**src/hdl/sct_pkg.sv**
```systemverilog
// Package for the sleep countdown table: result field widths, result kinds,
// and the command and status structs between controller and datapath.
// No dependencies.
package sct_pkg;

    localparam int KIND_W  = 2;
    localparam int ID_W    = 8;
    localparam int SLOT_W  = 6;
    localparam int WAIT_W  = 7;
    localparam int DELAY_W = 16;

    typedef logic [KIND_W-1:0] kind_t;

    localparam kind_t KIND_SLEEP = 2'd0;
    localparam kind_t KIND_FULL  = 2'd1;
    localparam kind_t KIND_WOKEN = 2'd2;
    localparam kind_t KIND_IDLE  = 2'd3;

    // controller -> datapath
    typedef struct packed {
        logic load;     // capture request, restart slot walk
        logic idx_inc;  // advance slot index
        logic rd_en;    // read owner and remaining count of current slot
        logic claim;    // fill current slot, send sleep result
        logic full;     // send table-full result
        logic wake;     // free current slot, hold its wake result
        logic dec;      // write back remaining count less one
        logic finish;   // send final result of a tick
    } ctl_cmd_t;

    // datapath -> controller
    typedef struct packed {
        logic new_sleep;  // offered request is a sleep request
        logic busy_cur;   // current slot occupied
        logic idx_last;   // current slot is the last one
        logic expired;    // read count is one or less
        logic pend_valid; // a wake result is held back
        logic out_free;   // output register can take a result
    } ctl_sts_t;

endpackage

```
**src/hdl/sct_in_if.sv**
```systemverilog
// Request channel of the sleep countdown table: valid/ready and payload.
// Depends on sct_pkg.
interface sct_in_if;
    logic                        valid;
    logic                        ready;
    logic                        cmd;
    logic [sct_pkg::ID_W-1:0]    thread_id;
    logic [sct_pkg::DELAY_W-1:0] delay;

    modport source (output valid, cmd, thread_id, delay, input ready);
    modport sink   (input valid, cmd, thread_id, delay, output ready);
endinterface

```
**src/hdl/sct_out_if.sv**
```systemverilog
// Result channel of the sleep countdown table: valid/ready and payload.
// Depends on sct_pkg.
interface sct_out_if;
    logic                       valid;
    logic                       ready;
    logic [sct_pkg::KIND_W-1:0] kind;
    logic [sct_pkg::ID_W-1:0]   woken_thread;
    logic [sct_pkg::SLOT_W-1:0] slot_index;
    logic [sct_pkg::WAIT_W-1:0] waiting_count;
    logic                       last;

    modport source (output valid, kind, woken_thread, slot_index, waiting_count, last,
                    input ready);
    modport sink   (input valid, kind, woken_thread, slot_index, waiting_count, last,
                    output ready);
endinterface

```
**src/hdl/sct_ram.sv**
```systemverilog
// Generic single-write, single-read RAM with registered read data.
// No dependencies.
module sct_ram #(
    parameter int WIDTH = 8,
    parameter int DEPTH = 16
) (
    input  logic                                 clk,
    input  logic                                 we,
    input  logic [(DEPTH > 1 ? $clog2(DEPTH) : 1)-1:0] waddr,
    input  logic [WIDTH-1:0]                     wdata,
    input  logic                                 re,
    input  logic [(DEPTH > 1 ? $clog2(DEPTH) : 1)-1:0] raddr,
    output logic [WIDTH-1:0]                     rdata
);
    logic [WIDTH-1:0] mem [DEPTH];

    always_ff @(posedge clk)
    begin
        if (we)
        begin
            mem[waddr] <= wdata;
        end
        if (re)
        begin
            rdata <= mem[raddr];
        end
    end
endmodule

```
**src/hdl/sct_ctrl.sv**
```systemverilog
// Controller of the sleep countdown table: walks the slots one at a time.
// Depends on sct_pkg.
module sct_ctrl (
    input  logic              clk,
    input  logic              rst_n,
    input  logic              req_valid,
    output logic              req_ready,
    input  sct_pkg::ctl_sts_t sts,
    output sct_pkg::ctl_cmd_t cmd
);
    localparam logic [2:0] S_IDLE  = 3'd0;
    localparam logic [2:0] S_SLEEP = 3'd1;
    localparam logic [2:0] S_SCAN  = 3'd2;
    localparam logic [2:0] S_EVAL  = 3'd3;
    localparam logic [2:0] S_DONE  = 3'd4;

    logic [2:0] state_reg;
    logic [2:0] state_next;

    always_ff @(posedge clk or negedge rst_n)
    begin
        if (!rst_n)
        begin
            state_reg <= S_IDLE;
        end
        else
        begin
            state_reg <= state_next;
        end
    end

    always_comb
    begin
        cmd        = '0;
        req_ready  = 1'b0;
        state_next = state_reg;
        unique case (state_reg)
            S_IDLE:
            begin
                req_ready = 1'b1;
                if (req_valid)
                begin
                    cmd.load   = 1'b1;
                    state_next = sts.new_sleep ? S_SLEEP : S_SCAN;
                end
            end
            S_SLEEP:
            begin
                // look for the lowest free slot
                if (!sts.busy_cur)
                begin
                    if (sts.out_free)
                    begin
                        cmd.claim  = 1'b1;
                        state_next = S_IDLE;
                    end
                end
                else if (sts.idx_last)
                begin
                    if (sts.out_free)
                    begin
                        cmd.full   = 1'b1;
                        state_next = S_IDLE;
                    end
                end
                else
                begin
                    cmd.idx_inc = 1'b1;
                end
            end
            S_SCAN:
            begin
                if (sts.busy_cur)
                begin
                    cmd.rd_en  = 1'b1;
                    state_next = S_EVAL;
                end
                else if (sts.idx_last)
                begin
                    state_next = S_DONE;
                end
                else
                begin
                    cmd.idx_inc = 1'b1;
                end
            end
            S_EVAL:
            begin
                // hold while a held wake result cannot move to the output
                if (!(sts.expired && sts.pend_valid && !sts.out_free))
                begin
                    cmd.wake = sts.expired;
                    cmd.dec  = !sts.expired;
                    if (sts.idx_last)
                    begin
                        state_next = S_DONE;
                    end
                    else
                    begin
                        cmd.idx_inc = 1'b1;
                        state_next  = S_SCAN;
                    end
                end
            end
            S_DONE:
            begin
                if (sts.out_free)
                begin
                    cmd.finish = 1'b1;
                    state_next = S_IDLE;
                end
            end
            default:
            begin
                state_next = S_IDLE;
            end
        endcase
    end
endmodule

```
**src/hdl/sct_dpath.sv**
```systemverilog
// Datapath of the sleep countdown table: busy bits, slot RAM, waiting count,
// held wake result and output register. Depends on sct_pkg and sct_ram.
module sct_dpath #(
    parameter int SLOTS   = 10,
    parameter int ID_BITS = 8
) (
    input  logic                        clk,
    input  logic                        rst_n,
    input  sct_pkg::ctl_cmd_t           cmd,
    output sct_pkg::ctl_sts_t           sts,
    input  logic                        req_cmd,
    input  logic [sct_pkg::ID_W-1:0]    req_thread_id,
    input  logic [sct_pkg::DELAY_W-1:0] req_delay,
    output logic                        out_valid,
    input  logic                        out_ready,
    output logic [sct_pkg::KIND_W-1:0]  out_kind,
    output logic [sct_pkg::ID_W-1:0]    out_woken_thread,
    output logic [sct_pkg::SLOT_W-1:0]  out_slot_index,
    output logic [sct_pkg::WAIT_W-1:0]  out_waiting_count,
    output logic                        out_last
);
    localparam int IDX_W = (SLOTS > 1) ? $clog2(SLOTS) : 1;
    localparam int CNT_W = $clog2(SLOTS + 1);
    localparam int OWN_W = (ID_BITS < sct_pkg::ID_W) ? ID_BITS : sct_pkg::ID_W;
    localparam int ENT_W = OWN_W + sct_pkg::DELAY_W;

    logic [SLOTS-1:0]            busy_reg;
    logic [IDX_W-1:0]            idx_reg;
    logic [CNT_W-1:0]            count_reg;
    logic [OWN_W-1:0]            id_reg;
    logic [sct_pkg::DELAY_W-1:0] delay_reg;
    logic                        pend_valid_reg;
    logic [OWN_W-1:0]            pend_owner_reg;
    logic [IDX_W-1:0]            pend_idx_reg;
    logic [CNT_W-1:0]            pend_count_reg;
    logic                        out_valid_reg;
    sct_pkg::kind_t              out_kind_reg;
    logic [OWN_W-1:0]            out_id_reg;
    logic [IDX_W-1:0]            out_idx_reg;
    logic [CNT_W-1:0]            out_count_reg;
    logic                        out_last_reg;

    logic                        ram_we;
    logic [ENT_W-1:0]            ram_wdata;
    logic [ENT_W-1:0]            ram_rdata;
    logic [OWN_W-1:0]            rd_owner;
    logic [sct_pkg::DELAY_W-1:0] rd_rem;
    logic                        out_free;
    logic                        push;

    assign rd_owner  = ram_rdata[ENT_W-1 -: OWN_W];
    assign rd_rem    = ram_rdata[sct_pkg::DELAY_W-1:0];
    assign ram_we    = cmd.claim | cmd.dec;
    assign ram_wdata = cmd.claim ? {id_reg, delay_reg} : {rd_owner, rd_rem - 16'd1};

    sct_ram #(
        .WIDTH (ENT_W),
        .DEPTH (SLOTS)
    ) u_slot_ram (
        .clk   (clk),
        .we    (ram_we),
        .waddr (idx_reg),
        .wdata (ram_wdata),
        .re    (cmd.rd_en),
        .raddr (idx_reg),
        .rdata (ram_rdata)
    );

    assign out_free = !out_valid_reg || out_ready;
    assign push     = cmd.claim | cmd.full | (cmd.wake & pend_valid_reg) | cmd.finish;

    always_comb
    begin
        sts.new_sleep  = req_cmd;
        sts.busy_cur   = busy_reg[idx_reg];
        sts.idx_last   = (idx_reg == IDX_W'(SLOTS - 1));
        sts.expired    = (rd_rem[sct_pkg::DELAY_W-1:1] == '0);
        sts.pend_valid = pend_valid_reg;
        sts.out_free   = out_free;
    end

    // control state
    always_ff @(posedge clk or negedge rst_n)
    begin
        if (!rst_n)
        begin
            busy_reg       <= '0;
            count_reg      <= '0;
            idx_reg        <= '0;
            pend_valid_reg <= 1'b0;
            out_valid_reg  <= 1'b0;
        end
        else
        begin
            if (cmd.load)
            begin
                idx_reg <= '0;
            end
            else if (cmd.idx_inc)
            begin
                idx_reg <= idx_reg + 1'b1;
            end

            if (cmd.claim)
            begin
                busy_reg[idx_reg] <= 1'b1;
                count_reg         <= count_reg + 1'b1;
            end
            else if (cmd.wake)
            begin
                busy_reg[idx_reg] <= 1'b0;
                count_reg         <= count_reg - 1'b1;
            end

            if (cmd.load || cmd.finish)
            begin
                pend_valid_reg <= 1'b0;
            end
            else if (cmd.wake)
            begin
                pend_valid_reg <= 1'b1;
            end

            if (push)
            begin
                out_valid_reg <= 1'b1;
            end
            else if (out_ready)
            begin
                out_valid_reg <= 1'b0;
            end
        end
    end

    // payload
    always_ff @(posedge clk)
    begin
        if (cmd.load)
        begin
            id_reg    <= req_thread_id[OWN_W-1:0];
            delay_reg <= req_delay;
        end

        if (cmd.wake)
        begin
            pend_owner_reg <= rd_owner;
            pend_idx_reg   <= idx_reg;
            pend_count_reg <= count_reg - 1'b1;
        end

        priority if (cmd.claim)
        begin
            out_kind_reg  <= sct_pkg::KIND_SLEEP;
            out_id_reg    <= id_reg;
            out_idx_reg   <= idx_reg;
            out_count_reg <= count_reg + 1'b1;
            out_last_reg  <= 1'b1;
        end
        else if (cmd.full)
        begin
            out_kind_reg  <= sct_pkg::KIND_FULL;
            out_id_reg    <= id_reg;
            out_idx_reg   <= '0;
            out_count_reg <= count_reg;
            out_last_reg  <= 1'b1;
        end
        else if ((cmd.wake || cmd.finish) && pend_valid_reg)
        begin
            // release the held wake; it is the final one only at the end of the walk
            out_kind_reg  <= sct_pkg::KIND_WOKEN;
            out_id_reg    <= pend_owner_reg;
            out_idx_reg   <= pend_idx_reg;
            out_count_reg <= pend_count_reg;
            out_last_reg  <= cmd.finish;
        end
        else if (cmd.finish)
        begin
            out_kind_reg  <= sct_pkg::KIND_IDLE;
            out_id_reg    <= '0;
            out_idx_reg   <= '0;
            out_count_reg <= count_reg;
            out_last_reg  <= 1'b1;
        end
        else
        begin
            // hold the current result
            out_kind_reg <= out_kind_reg;
        end
    end

    assign out_valid         = out_valid_reg;
    assign out_kind          = out_kind_reg;
    assign out_woken_thread  = sct_pkg::ID_W'(out_id_reg);
    assign out_slot_index    = sct_pkg::SLOT_W'(out_idx_reg);
    assign out_waiting_count = sct_pkg::WAIT_W'(out_count_reg);
    assign out_last          = out_last_reg;

    a_count_matches_busy: assert property (@(posedge clk) disable iff (!rst_n)
        count_reg == CNT_W'($countones(busy_reg)))
        else $error("waiting count differs from occupied slots");

    a_push_needs_room: assert property (@(posedge clk) disable iff (!rst_n)
        push |-> out_free)
        else $error("result pushed over an untaken result");

    a_claim_free_slot: assert property (@(posedge clk) disable iff (!rst_n)
        cmd.claim |-> !busy_reg[idx_reg])
        else $error("sleep request filled an occupied slot");

    a_wake_busy_slot: assert property (@(posedge clk) disable iff (!rst_n)
        (cmd.wake || cmd.dec) |-> busy_reg[idx_reg])
        else $error("slot updated without being occupied");
endmodule

```
**src/hdl/sleep_countdown_table.sv**
```systemverilog
// Sleep request: the slots are walked from the lowest up to the first free one, which is filled;
//   if none is free a table-full result is sent. Either result waits for a free output register.
// Tick: free slots are passed over; an occupied one gets a registered RAM read, then a decision
//   (wake, or write back the count less one). The walk ends with the final result of the tick.
// One item at a time; the output register lets the next request in while a result waits.
// Reset (rst_n, asynchronous, active low) frees every slot and zeroes the count.
module sleep_countdown_table #(
    parameter int SLOTS   = 10,
    parameter int ID_BITS = 8
) (
    input  logic      clk,
    input  logic      rst_n,
    sct_in_if.sink    req,
    sct_out_if.source rsp
);
    // The controller sequences the slot walk; the datapath holds the busy
    // bits, the slot RAM (owner id and remaining ticks), the waiting count,
    // one held-back wake result, and the output register.
    //
    // A tick cannot tell whether a wake is its last until the walk ends, so
    // each wake is held and released with last low when the next one turns
    // up, or with last high at the end of the walk. A tick that wakes
    // nothing sends one idle-tick result instead.

    sct_pkg::ctl_cmd_t cmd;
    sct_pkg::ctl_sts_t sts;

    sct_ctrl u_ctrl (
        .clk       (clk),
        .rst_n     (rst_n),
        .req_valid (req.valid),
        .req_ready (req.ready),
        .sts       (sts),
        .cmd       (cmd)
    );

    sct_dpath #(
        .SLOTS   (SLOTS),
        .ID_BITS (ID_BITS)
    ) u_dpath (
        .clk               (clk),
        .rst_n             (rst_n),
        .cmd               (cmd),
        .sts               (sts),
        .req_cmd           (req.cmd),
        .req_thread_id     (req.thread_id),
        .req_delay         (req.delay),
        .out_valid         (rsp.valid),
        .out_ready         (rsp.ready),
        .out_kind          (rsp.kind),
        .out_woken_thread  (rsp.woken_thread),
        .out_slot_index    (rsp.slot_index),
        .out_waiting_count (rsp.waiting_count),
        .out_last          (rsp.last)
    );
endmodule

```
**src/flat_wrapper.sv**
```systemverilog
// flat-port wrapper written by rule: the top's interface ports become plain ports
module sleep_countdown_table_flat 
#(
    parameter int SLOTS   = 10,
    parameter int ID_BITS = 8
)
  (clk, rst_n, req_valid, req_cmd, req_thread_id, req_delay, req_ready, rsp_valid, rsp_kind, rsp_woken_thread, rsp_slot_index, rsp_waiting_count, rsp_last, rsp_ready);
  sct_in_if req_i ();
  sct_out_if rsp_i ();
  input  logic clk;
  input  logic rst_n;
  input wire logic [$bits(req_i.valid)-1:0] req_valid;
  input wire logic [$bits(req_i.cmd)-1:0] req_cmd;
  input wire logic [$bits(req_i.thread_id)-1:0] req_thread_id;
  input wire logic [$bits(req_i.delay)-1:0] req_delay;
  output wire logic [$bits(req_i.ready)-1:0] req_ready;
  output wire logic [$bits(rsp_i.valid)-1:0] rsp_valid;
  output wire logic [$bits(rsp_i.kind)-1:0] rsp_kind;
  output wire logic [$bits(rsp_i.woken_thread)-1:0] rsp_woken_thread;
  output wire logic [$bits(rsp_i.slot_index)-1:0] rsp_slot_index;
  output wire logic [$bits(rsp_i.waiting_count)-1:0] rsp_waiting_count;
  output wire logic [$bits(rsp_i.last)-1:0] rsp_last;
  input wire logic [$bits(rsp_i.ready)-1:0] rsp_ready;
  assign req_i.valid = req_valid;
  assign req_i.cmd = req_cmd;
  assign req_i.thread_id = req_thread_id;
  assign req_i.delay = req_delay;
  assign req_ready = req_i.ready;
  assign rsp_valid = rsp_i.valid;
  assign rsp_kind = rsp_i.kind;
  assign rsp_woken_thread = rsp_i.woken_thread;
  assign rsp_slot_index = rsp_i.slot_index;
  assign rsp_waiting_count = rsp_i.waiting_count;
  assign rsp_last = rsp_i.last;
  assign rsp_i.ready = rsp_ready;
  sleep_countdown_table #(.SLOTS(SLOTS), .ID_BITS(ID_BITS)) u_core (.clk(clk), .rst_n(rst_n), .req(req_i), .rsp(rsp_i));
endmodule
```
**config.mk**
```make
export PLATFORM = sky130hd
export DESIGN_NAME = sleep_countdown_table_flat
export DESIGN_NICKNAME = d
export VERILOG_FILES = /design/src/hdl/sct_pkg.sv /design/src/hdl/sct_in_if.sv /design/src/hdl/sct_out_if.sv /design/src/hdl/sct_ram.sv /design/src/hdl/sct_ctrl.sv /design/src/hdl/sct_dpath.sv /design/src/hdl/sleep_countdown_table.sv /design/src/flat_wrapper.sv
export SDC_FILE = /design/constraint.sdc
export NUM_CORES = 1
export LEC_CHECK = 0
export BUFFER_PORTS_ARGS = -buffer_cell sky130_fd_sc_hd__buf_2
export CAP_MARGIN = 15
export CORE_MARGIN = 2
export CORE_UTILIZATION = 55
export CTS_BUF_LIST = sky130_fd_sc_hd__clkbuf_2 sky130_fd_sc_hd__clkbuf_4 sky130_fd_sc_hd__clkbuf_8
export CTS_CLUSTER_DIAMETER = 200
export DETAILED_ROUTE_END_ITERATION = 7
export PLACE_DENSITY_LB_ADDON = 0.3
export SKIP_LAST_GASP = 1
export SYNTH_ARGS = -nofsm -noshare
export SYNTH_HDL_FRONTEND = slang
export SYNTH_HIERARCHICAL = 1
export SYNTH_SLANG_ARGS = --single-unit
```
**constraint.sdc**
```tcl
create_clock -name clk -period 7.1 [get_ports clk]
set_input_delay 1.42 -clock clk [delete_from_list [all_inputs] [get_ports clk]]
set_output_delay 1.42 -clock clk [all_outputs]
set_load 0.02 [all_outputs]
```
# After elaboration in Yosys (flattened, before gate mapping)
# Memory sizes are Yosys's and may differ from the RTL's. A register that Yosys moved wholly into a read port is not among the register bits.
# Cells that the tools add are included.
[op_classes] n_mux=62 n_eq_ne=9 bitwise=8 addsub=4 order_cmp=2 reduce_logical=21
[ops] op="$mux W4" n=12
[ops] op="$mux W8" n=4
[ops] op="$mux W1" n=25
[ops] op="$mux W24" n=1
[ops] op="$mux W3" n=8
[ops] op="$mux W10" n=2
[ops] op="$sub A16 B1 Y16 const B" n=1
[ops] op="$logic_not A15 Y1" n=1
[ops] op="$pmux W3 S5" n=1
[ops] op="$mux W2" n=6
[ops] op="$and A10 B10 Y10" n=1
[ops] op="$not A10 Y10" n=1
[ops] op="$or A10 B10 Y10" n=1
[ops] op="$reduce_bool A2 Y1" n=5
[ops] op="$add A4 B1 Y4 const B" n=2
[ops] op="$eq A3 B2 Y1 const B" n=2
[ops] op="$ne A3 B2 Y1 const B" n=2
[ops] op="$lt A4 B5 Y1 const B" n=1
[ops] op="$bmux W1 S4" n=1
[ops] op="$demux W1 S4" n=1
[ops] op="$eq A4 B4 Y1 const B" n=1
[ops] op="$ge A4 B1 Y1 const B" n=1
[ops] op="$logic_and A1 B1 Y1" n=4
[ops] op="$ne A2 B2 Y1 const B" n=2
[ops] op="other kinds (13)" n=20
[totals] out_inout_bits=26 word_cells=124 ff_bits=82 ramBits=240 memories=1 in_bits=29
[memory_table] memory="u_core.u_dpath.u_slot_ram.mem" words=10 word_bits=24 read_ports=1 rd_ports_with_merged_regs=1 wr=1 line_no="sct_ram.sv:15" rtl="logic [WIDTH-1:0] mem [DEPTH];"

# Longest topological paths before layout
# Gate-level depths: netlist of run 1.
[logic_depth] word_depth=11 mapped_depth=11 mapped_depth_nobuf=8

# Cells and area by module
# Netlist of run 1, hierarchy kept.
[by_module_without_submodules] module="sct_ram" instances=1 area_per_inst_um2=10103.4 cells_per_inst=528 seq_area_each_um2=7927.6
[by_module_without_submodules] module="sct_dpath" instances=1 area_per_inst_um2=3824.9 cells_per_inst=322 seq_area_each_um2=2242.2
[by_module_without_submodules] module="sct_ctrl" instances=1 area_per_inst_um2=334.1 cells_per_inst=41 seq_area_each_um2=75.1

# Worst setup path after synthesis of run 1
# No wires, ideal clock.
[synth_timing] path_kind="input to register" start="in rsp_ready" end="mem u_core/u_dpath/u_slot_ram/mem[0][0] (netlist bit), enable pin" path_slack_ns=1.747 arrival_ns=4.918 cell_stages=9 setup_time_ns=0.435 cell_sequence="nand2b_1 -> buf_4 -> nor4b_1 -> nor2b_1 -> clkbuf_1 -> clkbuf_1 -> or2_2 -> or3b_2 -> nor3_1"
[synth_lines] item="from (decl)" line_no="flat_wrapper.sv:23" rtl="input wire logic [$bits(rsp_i.ready)-1:0] rsp_ready;"
[synth_lines] item="to (decl)" line_no="sct_ram.sv:15"

==> run metrics, run 1 <==
status finished clean; fraction of layout instances using a drive strength above 1 0.267; root buf cell clkbuf_8; slew margin rel. 0.229; Reg clk slew, reported paths 0.06 ns; Critical R2R Capture u_core/u_dpath/u_slot_ram/mem[3][6]$_DFFE_PP_; global-route wire length before repair 46.0 mm; Largest register FFs 240; CP Capture Type register; number of buffers created by CTS 55; vias per cell 6.06; Syn. warnings 6; dpl hpwl 18.7 mm; layout overhead on the synthesized area 12.0%; Reg area 10200 um^2; Final Cycle Share 0.576; Layout Nets 1000; max_cap viols 0; antenna violations before repair 0; largest net degree at the start of global routing 72; Clk network pwr share 0.240; antenna viol nets, final 0; Max Clock Freq 245 MHz; clock period minus worst slack 4.09 ns; switching portion of total power 0.333; multi-input logic area 3720 um^2; Congestion Overflow GR 0; net switching power 2.39 mW; Post-synth EDFFs 320; Critical Path RT 7.34 ns; Initial DRT Pass Iterations 5; Syn Inst Count 891; DR iter-0 viols 770; RR Startpoint u_core/u_dpath/idx_reg[2]$_DFFE_PN0P_; leak pwr 5.46 nW; Hold Path Class reg -> reg; fillers 1772; sequential fraction of the synthesis area 0.718; Hold Path End u_core/u_dpath/pend_owner_reg[6]$_DFFE_PP_; maximum VDD drop 0.000356 V; CTS resizes 0; Clock Sinks 346; Power Density 450 nW/um^2; Min Hold Slack 0.439 ns; RSZ-0062 raised after global routing no; postcts setup bufs 0; Netlist cell types 62; crit path launch type register; number of global-route vias before repair 7907; # DRC 0; Top-Level Pins 55; Critical Path Slowest Stage Cell a2bb2oi_1; Placed Cells 1235; share of flip-flops with an asynchronous set or reset 0.0665; setup TNS 0 ns; critical path class reg -> reg; Die Wd 165 um; DIE AREA 27200 um^2; R2R setup slack 3.01 ns; Logic pwr share 0.310; Tightest Pin Transition 1.16 ns; Final Slew Violations 0; CTS tree yes; Internal Power 4.80 mW; synthesis-stage register bit count 346; GRT Total Usage 0.228; Rows 58; htree depth 2; cts-stage hold buffer count 0; crit path cell chain nor2b_1 -> a221oi_1 -> nor2_1 -> nor2b_4 -> buf_4 -> inv_1 -> a2bb2oi_1; hold depth 0; Initial Utilization 0.563; antenna cells 0; Detailed Route WL 30.3 mm; Final Non-Filler Cells 1329; drt wl/cell 22.8 um; Worst-Skew Late Latency 0.59 ns; power share of the sequential group 0.450; Post-Synthesis Cell Area 14300 um^2; CTS Buffer Depth 3; worst hold start u_core/u_dpath/u_slot_ram/rdata[22]$_DFFE_PP_; GPL Wtd Cong 0.782; Worst R2R Path Depth 7; I/O Buffers 49; Clock Skews 0.0329 ns; CP Data Arrival Time 4.33 ns; Main synth FF type edfxtp_1; CP Max Fanout 48; Mean Syn Cell Area 16.0 um^2; Crit path largest cell delay 0.82 ns; die height 165 um; count of final setup violators 0; total number of vias 8048; core area 25300 um^2; final-report hold violation count 0
==> cell usage in the layout, fill, tap and decap left out, drive strengths merged, types with 4 or more instances in the layout <==
master  count
nand2      46
a21oi       6
xnor2       6
a32o        6
a22o       39
mux2i      50
nor3        9
mux2       83
clkbuf     73
o31ai      29
ha          7
conb        5
buf        70
o21ai      20
o22ai      24
dfrtp      23
a31oi      10
edfxtp    320
xor2        5
inv        14
or4         6
bufinv      5
clkinv     12
nor2       38
nor2b       8
nor4        6
nand3      14
a221o       4
nand2b      7
==> worst max-delay path by stage <==
stage,start,endpoint,slack [ns]
2_1_floorplan,rsp_ready,u_core/u_dpath/u_slot_ram/mem[0][0]$_DFFE_PP_,1.75
3_3_place_gp,rsp_ready,u_core/u_dpath/u_slot_ram/mem[0][5]$_DFFE_PP_,2.88
3_5_place_dp,rsp_ready,u_core/u_dpath/u_slot_ram/mem[3][7]$_DFFE_PP_,2.65
4_1_cts,u_core/u_dpath/idx_reg[2]$_DFFE_PN0P_,u_core/u_dpath/u_slot_ram/mem[2][7]$_DFFE_PP_,3.08
5_1_grt,u_core/u_dpath/idx_reg[3]$_DFFE_PN0P_,u_core/u_dpath/u_slot_ram/mem[2][5]$_DFFE_PP_,2.65
6_report,u_core/u_dpath/idx_reg[2]$_DFFE_PN0P_,u_core/u_dpath/u_slot_ram/mem[3][6]$_DFFE_PP_,3.01
==> critical path: cells and delay by family, from the launching register on <==
kind / cells / cell delay [ns]
buf+inv: 2 / 0.84
simple gates: 3 / 1.11
compound gates: 2 / 0.98
flops: 1 / 0.80
==> Yosys cell counts, drive strengths merged, types with 7 or more instances <==
master | n | area (um^2)
inv | 13 | 48.8
a31oi | 10 | 62.6
nand2 | 46 | 173
o22ai | 24 | 150
ha | 7 | 87.6
dfrtp | 23 | 576
nor2b | 8 | 50.1
nand3 | 14 | 70.1
nor3 | 9 | 45.0
buf | 28 | 196
clkbuf | 30 | 113
o21ai | 20 | 100
nor2 | 38 | 143
mux2i | 50 | 500
nand2b | 7 | 43.8
edfxtp | 320 | 9610
a22o | 39 | 342
o31ai | 29 | 218
mux2 | 83 | 935
==> power by group through the flow <==
stage | logic, mW | clock network (mW) | registers (mW)
2_1_floorplan | 1.53 | 0 | 3.21
3_3_place_gp | 2.14 | 0 | 3.26
3_5_place_dp | 2.20 | 0 | 3.27
4_1_cts | 2.21 | 1.76 | 3.23
5_1_grt | 2.42 | 1.85 | 3.27
6_report | 2.23 | 1.73 | 3.23
==> metrics by stage <==
step	power [mW]	utilization	setup WS [ns]	cell area (um^2)
3_5_place_dp	5.47	0.585	2.65	14800
6_report	7.19	0.630	3.01	16000
4_1_cts	7.20	0.629	3.08	15900
2_1_floorplan	4.74	-	1.75	14300
5_1_grt	7.54	0.630	2.65	16000
3_3_place_gp	5.41	0.585	2.88	14800
==> per-layer routing <==
layer,up-vias,wire (um),GRT usage
li1,3637,-,-
met1,4066,13600,0.335
met2,296,13800,0.345
met3,49,2240,0.0490
met4,0,607,0.0656
met5,-,0,0
==> area by class of cell <==
class / count / share of cell area
tap: 330 / 0.0259
multi-input combinational: 478 / 0.233
inverter: 13 / 0.00306
timing repair buffer: 70 / 0.0262
clock buffer: 73 / 0.0563
sequential: 346 / 0.642
clock inverter: 19 / 0.0136
==> cells by family (layout without fill, tap and decap cells) <==
logic type               count (synthesis)  after routing  share of synthesized area
flip-flops                             346            346                      0.718
AND/OR/NAND/NOR                        166            166                     0.0594
AO/OA/AOI/OAI                          155            155                     0.0819
multiplexers                           134            134                      0.102
buffers and inverters                   71            175                     0.0251
XOR/XNOR                                11             11                    0.00675
adder cells (fa/ha/maj)                  7              7                    0.00614
other                                    1              5                   0.000263
Power figures use the tool's default switching activity.
==> inputs of run 2 (changes only) <==
- ABC_AREA: default -> 1
- clock period: 7.1 -> 3.8 ns (I/O delays scaled with it)
==> run 2 against run 1 <==
Highest routed layer unchanged. Via count up 29%. Clock skew fell by 0.0079 ns. Cell count is 44% higher. Largest cell class unchanged. Fmax grew 26%. Synthesized area grew 6.2%. Largest power group unchanged. Global-route usage grew 1.4 points. Setup slack worse by 2.5 ns. Sequential power grew 64%. Die area grew 6.0%. Power increased by 61%. First-iteration DRC count increased by 44%.
==> run metrics, run 2 <==
status finished clean; CP Max Fanout 19; root buf cell clkbuf_8; setup TNS 0 ns; Worst Slack Setup Final 0.550 ns; max_cap viols 0; Worst R2R Path Depth 10; Initial Utilization 0.560; pre-CTS setup slack 0.549 ns; R2R setup slack 0.55 ns; Reg clk slew, reported paths 0.07 ns; number of buffers created by CTS 53; Congestion Overflow GR 0; Final Cycle Share 0.855; Syn Inst Count 1454; Rows 60; GPL Wtd Cong 0.879; Largest register FFs 240; Layout Nets 1568; largest net degree at the start of global routing 84; commonest cells in the netlist nand2_1, edfxtp_1, nand3_1; Syn. warnings 6; postcts setup bufs 0; clock period minus worst slack 3.25 ns; GRT Total Usage 0.241; synthesis-stage register bit count 346; leak pwr 7.07 nW; die height 170 um; fin area 16900 um^2; antenna viol nets, final 0; Clock Skews 0.0250 ns; Final Slew Violations 0; CTS tree yes; slew margin rel. 0.274; antenna cells 0; htree depth 2; fraction of layout instances using a drive strength above 1 0.148; most frequent cells in the layout nand2_1, edfxtp_1, nand3_1; share of flip-flops with an asynchronous set or reset 0.0665; Main synth FF type edfxtp_1; Critical R2R Capture u_core/u_dpath/out_woken_thread[2]$_DFFE_PP_; count of final setup violators 0; cell area after placement 15800 um^2; vias per cell 5.43; Die Wd 170 um; core area 27000 um^2; DR iter-0 viols 1109; Max Clock Freq 308 MHz; CP Data Arrival Time 3.45 ns; Tightest Pin Transition 1.08 ns; # DRC 0; antenna violations before repair 0; RR Startpoint u_core/u_dpath/u_slot_ram/rdata[7]$_DFFE_PP_; most common cell in the synthesized netlist nand2_1; most common cell after layout, fill and taps aside nand2_1; I/O Buffers 49; Top-Level Pins 55; dpl hpwl 20.7 mm; Worst-Skew Late Latency 0.58 ns; CTS Buffer Depth 3; CP Capture Type register; Power Density 686 nW/um^2; post-synth top area share 0.634; Detailed Route WL 34.4 mm; Netlist cell types 39; Hold Path Class in -> async; RSZ-0062 raised after global routing no; global-route wire length before repair 53.3 mm; final-report hold violation count 0; Clock Sinks 346; number of global-route vias before repair 9900; total number of vias 10400; cts-stage hold buffer count 0; Synth area leader edfxtp_1; Critical Path RT 4.00 ns; sequential fraction of the synthesis area 0.676; DIE AREA 28900 um^2; layout overhead on the synthesized area 11.3%; CTS resizes 0; Initial DRT Pass Iterations 7; Post-Synthesis Cell Area 15100 um^2; Mean Syn Cell Area 10.4 um^2; Post-synth EDFFs 320; Synth area leaders edfxtp_1, nand2_1, nand3_1, inv_1, dfrtp_1; critical path class reg -> reg; crit path launch type register; maximum VDD drop 0.000292 V; drt wl/cell 18.0 um
run 2: cell types whose count changed in the layout (fill, tap and decap cells not counted), sizes merged, moves of 12 or more:
cell    previous run  this run
nor2              38       113
mux2i             50         0
mux2              83         0
o21ai             20        63
o22ai             24         1
nand3             14       205
o31ai             29         0
nand2             46       410
inv               14       204
buf               70        87
clkinv            12        24
a22o              39         0
run 2: worst max-delay path, cell delays in order, from the launching register on:
cell and delay [ns]:
edfxtp_1 0.44, nor2_1 0.20, nand2_1 0.09, nor2_1 0.15
and3_1 0.28, nand2_1 0.10, nor2_2 0.76, o21ai_4 0.16
nand2_1 0.15, nor2_1 0.07, inv_1 0.45
run 2: per-stage QoR:
step	cells	hold WS, ns	util	total power [mW]
CTS	1909	0.176	0.624	11.6
floorplan	1458	0.427	-	7.60
finish	1910	0.187	0.624	11.6
global placement	1817	0.444	0.586	8.51
global route	1910	0.212	0.624	12.2
detailed placement	1817	0.444	0.586	8.59
run 2: power breakdown:
group / internal (mW) / leakage [nW] / switching (mW)
Clock: 1.62 / 0.550 / 1.39
Combinational: 0.864 / 3.29 / 2.39
Sequential: 5.05 / 3.23 / 0.241
run 2: area by class of cell:
type                            count  area (um^2)
Sequential cell                   346        10200
Fill cell                        2126        10200
Multi-Input combinational cell    837         3790
Clock buffer                       66          858
Inverter                          206          779
Timing Repair Buffer               88          588
Tap cell                          341          427
Clock inverter                     26          175
run 2: per-layer routing:
metal	up-vias	global-route usage	share of wire
met1	4896	0.328	0.42
met2	452	0.396	0.47
met4	0	0.0907	0.029
met3	87	0.0386	0.078
li1	4931	-	-
met5	-	0	0
run 2: cell families (layout without fill, tap and decap cells):
logic type | after synthesis | after routing | synth area share
XOR/XNOR | 4 | 4 | 0.00231
AND/OR/NAND/NOR | 741 | 741 | 0.210
flip-flops | 346 | 346 | 0.676
AO/OA/AOI/OAI | 80 | 80 | 0.0283
buffers and inverters | 275 | 386 | 0.0769
other | 1 | 5 | 0.000248
adder cells (fa/ha/maj) | 7 | 7 | 0.00578
run 2: worst max path at each step:
stage,startpoint,endpoint,depth (start not counted)
2_1_floorplan,u_core/u_dpath/idx_reg[0]$_DFFE_PN0P_,u_core/u_dpath/u_slot_ram/mem[8][0]$_DFFE_PP_,11
3_3_place_gp,u_core/u_dpath/u_slot_ram/rdata[7]$_DFFE_PP_,u_core/u_dpath/out_woken_thread[2]$_DFFE_PP_,10
3_5_place_dp,u_core/u_dpath/u_slot_ram/rdata[7]$_DFFE_PP_,u_core/u_dpath/out_woken_thread[3]$_DFFE_PP_,10
4_1_cts,u_core/u_dpath/u_slot_ram/rdata[7]$_DFFE_PP_,u_core/u_dpath/out_woken_thread[1]$_DFFE_PP_,10
5_1_grt,u_core/u_dpath/u_slot_ram/rdata[7]$_DFFE_PP_,u_core/u_dpath/out_woken_thread[1]$_DFFE_PP_,10
6_report,u_core/u_dpath/u_slot_ram/rdata[7]$_DFFE_PP_,u_core/u_dpath/out_woken_thread[2]$_DFFE_PP_,10
==> inputs of run 3 (changes only) <==
- clock period: 3.8 -> 3.3 ns (I/O delays scaled with it)
==> run 3 against run 2 <==
Register-to-register slack worse by 0.24 ns. Routed wire length down 0.87%. Combinational power up 17%. Utilization up 0.097 points. Non-clock buffer count up 8.
==> run metrics, run 3 (same netlist as run 2, synthesis figures left out) <==
antenna viol nets, final 0; Congestion Overflow GR 0; antenna violations before repair 0; global-route wire length before repair 53.4 mm; setup TNS 0 ns; Initial DRT Pass Iterations 5; Largest register FFs 240; fin util 0.625; number of global-route vias before repair 10100; status finished clean; DR iter-0 viols 1039; crit path cell chain or2_1 -> nand3_1 -> nand2_1 -> nand2_1 -> o211ai_1 -> nor3_2 -> buf_4 -> inv_6 -> o21ai_0; antenna cells 0; Hold Path Class in -> async; Worst Slack Setup Final 0.312 ns; drt wl/cell 17.8 um; slew margin rel. 0.323; # DRC 0; Min Hold Slack 0.0842 ns; fillers 2075; critical path class reg -> reg; cts-stage hold buffer count 0; RSZ-0062 raised after global routing no; Clock Sinks 346; Tightest Pin Transition 1.02 ns; Layout Nets 1577; most frequent cells in the layout nand2_1, edfxtp_1, nand3_1; CTS tree yes; core area 27000 um^2; CP Capture Type register; die height 170 um; Die Wd 170 um; maximum VDD drop 0.000326 V; layout overhead on the synthesized area 11.5%; Rows 60; count of final setup violators 0; Crit path largest cell delay 0.79 ns; Reg clk slew, reported paths 0.06 ns; pre-CTS setup slack 0.273 ns; most common cell after layout, fill and taps aside nand2_1; Crit path top cell by count nand2_1; CTS Buffer Depth 3; Worst-Skew Late Latency 0.58 ns; fraction of layout instances using a drive strength above 1 0.152; GPL Wtd Cong 0.928; number of buffers created by CTS 54; postcts setup bufs 0; vias per cell 5.38; total number of vias 10300; clock period minus worst slack 2.99 ns; DIE AREA 28900 um^2; total power 13.4 mW; Top-Level Pins 55; final-report hold violation count 0; CTS resizes 0; Detailed Route WL 34.1 mm; leak pwr 7.10 nW; GRT Total Usage 0.242; dpl hpwl 21.2 mm; crit path launch type register; I/O Buffers 49; Final Slew Violations 0; Max Clock Freq 335 MHz; htree depth 2; Critical Path RT 3.53 ns; Final Cycle Share 0.906; root buf cell clkbuf_8; Clock Skews 0.0217 ns; Critical Path Slowest Stage Cell o21ai_0; CP Data Arrival Time 3.22 ns; Power Density 792 nW/um^2; CP Max Fanout 27; max_cap viols 0; largest net degree at the start of global routing 91; Initial Utilization 0.560
==> run 3: cell count changes in the layout (fill, tap and decap cells not counted), moves of 4 or more <==
cell / change
buf_4: +12
clkinv_1: +4
clkinv_2: -10
clkbuf_4: +8
buf_12: -4
==> run 3: final timing paths <==
kind                                                                from                                              to  slack [ns]  depth (start not counted)
max reg2reg                        u_core/u_dpath/idx_reg[0]$_DFFE_PN0P_  u_core/u_dpath/u_slot_ram/mem[1][22]$_DFFE_PP_        0.31                          9
max in group asynchronous                                          rst_n           u_core/u_dpath/idx_reg[0]$_DFFE_PN0P_        2.76                          1
min in group clk                                           req_delay[15]          u_core/u_dpath/delay_reg[15]$_DFFE_PP_        0.25                          1
max                                u_core/u_dpath/idx_reg[0]$_DFFE_PN0P_  u_core/u_dpath/u_slot_ram/mem[1][22]$_DFFE_PP_        0.31                          9
min reg2reg                u_core/u_dpath/u_slot_ram/rdata[22]$_DFFE_PP_      u_core/u_dpath/pend_owner_reg[6]$_DFFE_PP_        0.45                          0
min                                                                rst_n          u_core/u_ctrl/state_reg[0]$_DFFE_PN0P_        0.08                          1
==> run 3: area by class of cell <==
cell class,instances,area [um^2],area share
sequential,346,10200,0.607
multi-input combinational,837,3790,0.224
timing repair buffer,96,596,0.0353
tap,341,427,0.0253
inverter,206,779,0.0461
clock buffer,75,926,0.0548
clock inverter,21,126,0.00748
==> run 3: power by group <==
part / switching (mW) / total [mW] / leakage (nW) / internal [mW]
combinational: 2.82 / 3.83 / 3.32 / 1.01
sequential: 0.259 / 6.08 / 3.23 / 5.82
clock: 1.58 / 3.47 / 0.549 / 1.89
total: 4.65 / 13.4 / 7.10 / 8.72
==> run 3: metal layers <==
layer  share of wire  wire (um)  GRT usage  vias up
met2            0.46      15800      0.387      464
met5               0          0          0        -
met4           0.029        976     0.0955        0
met3           0.089       3050     0.0472       80
met1            0.42      14300      0.329     4847
li1                -          -          -     4952
==> run 3: critical path: cells and delay by family, from the launching register on <==
kind	cells	cell delay [ns]
AOI/OAI and AO/OA	2	1.01
and+or+nand+nor	5	0.67
DFF	1	0.55
buffers and inverters	2	0.40
==> run 3: metrics by stage <==
| stage | std cells | instance area [um^2] |
|---|---|---|
| floorplan | 1458 | 15200 |
| global placement | 1824 | 15800 |
| detailed placement | 1825 | 15800 |
| CTS | 1921 | 16900 |
| global route | 1922 | 16900 |
| finish | 1922 | 16900 |
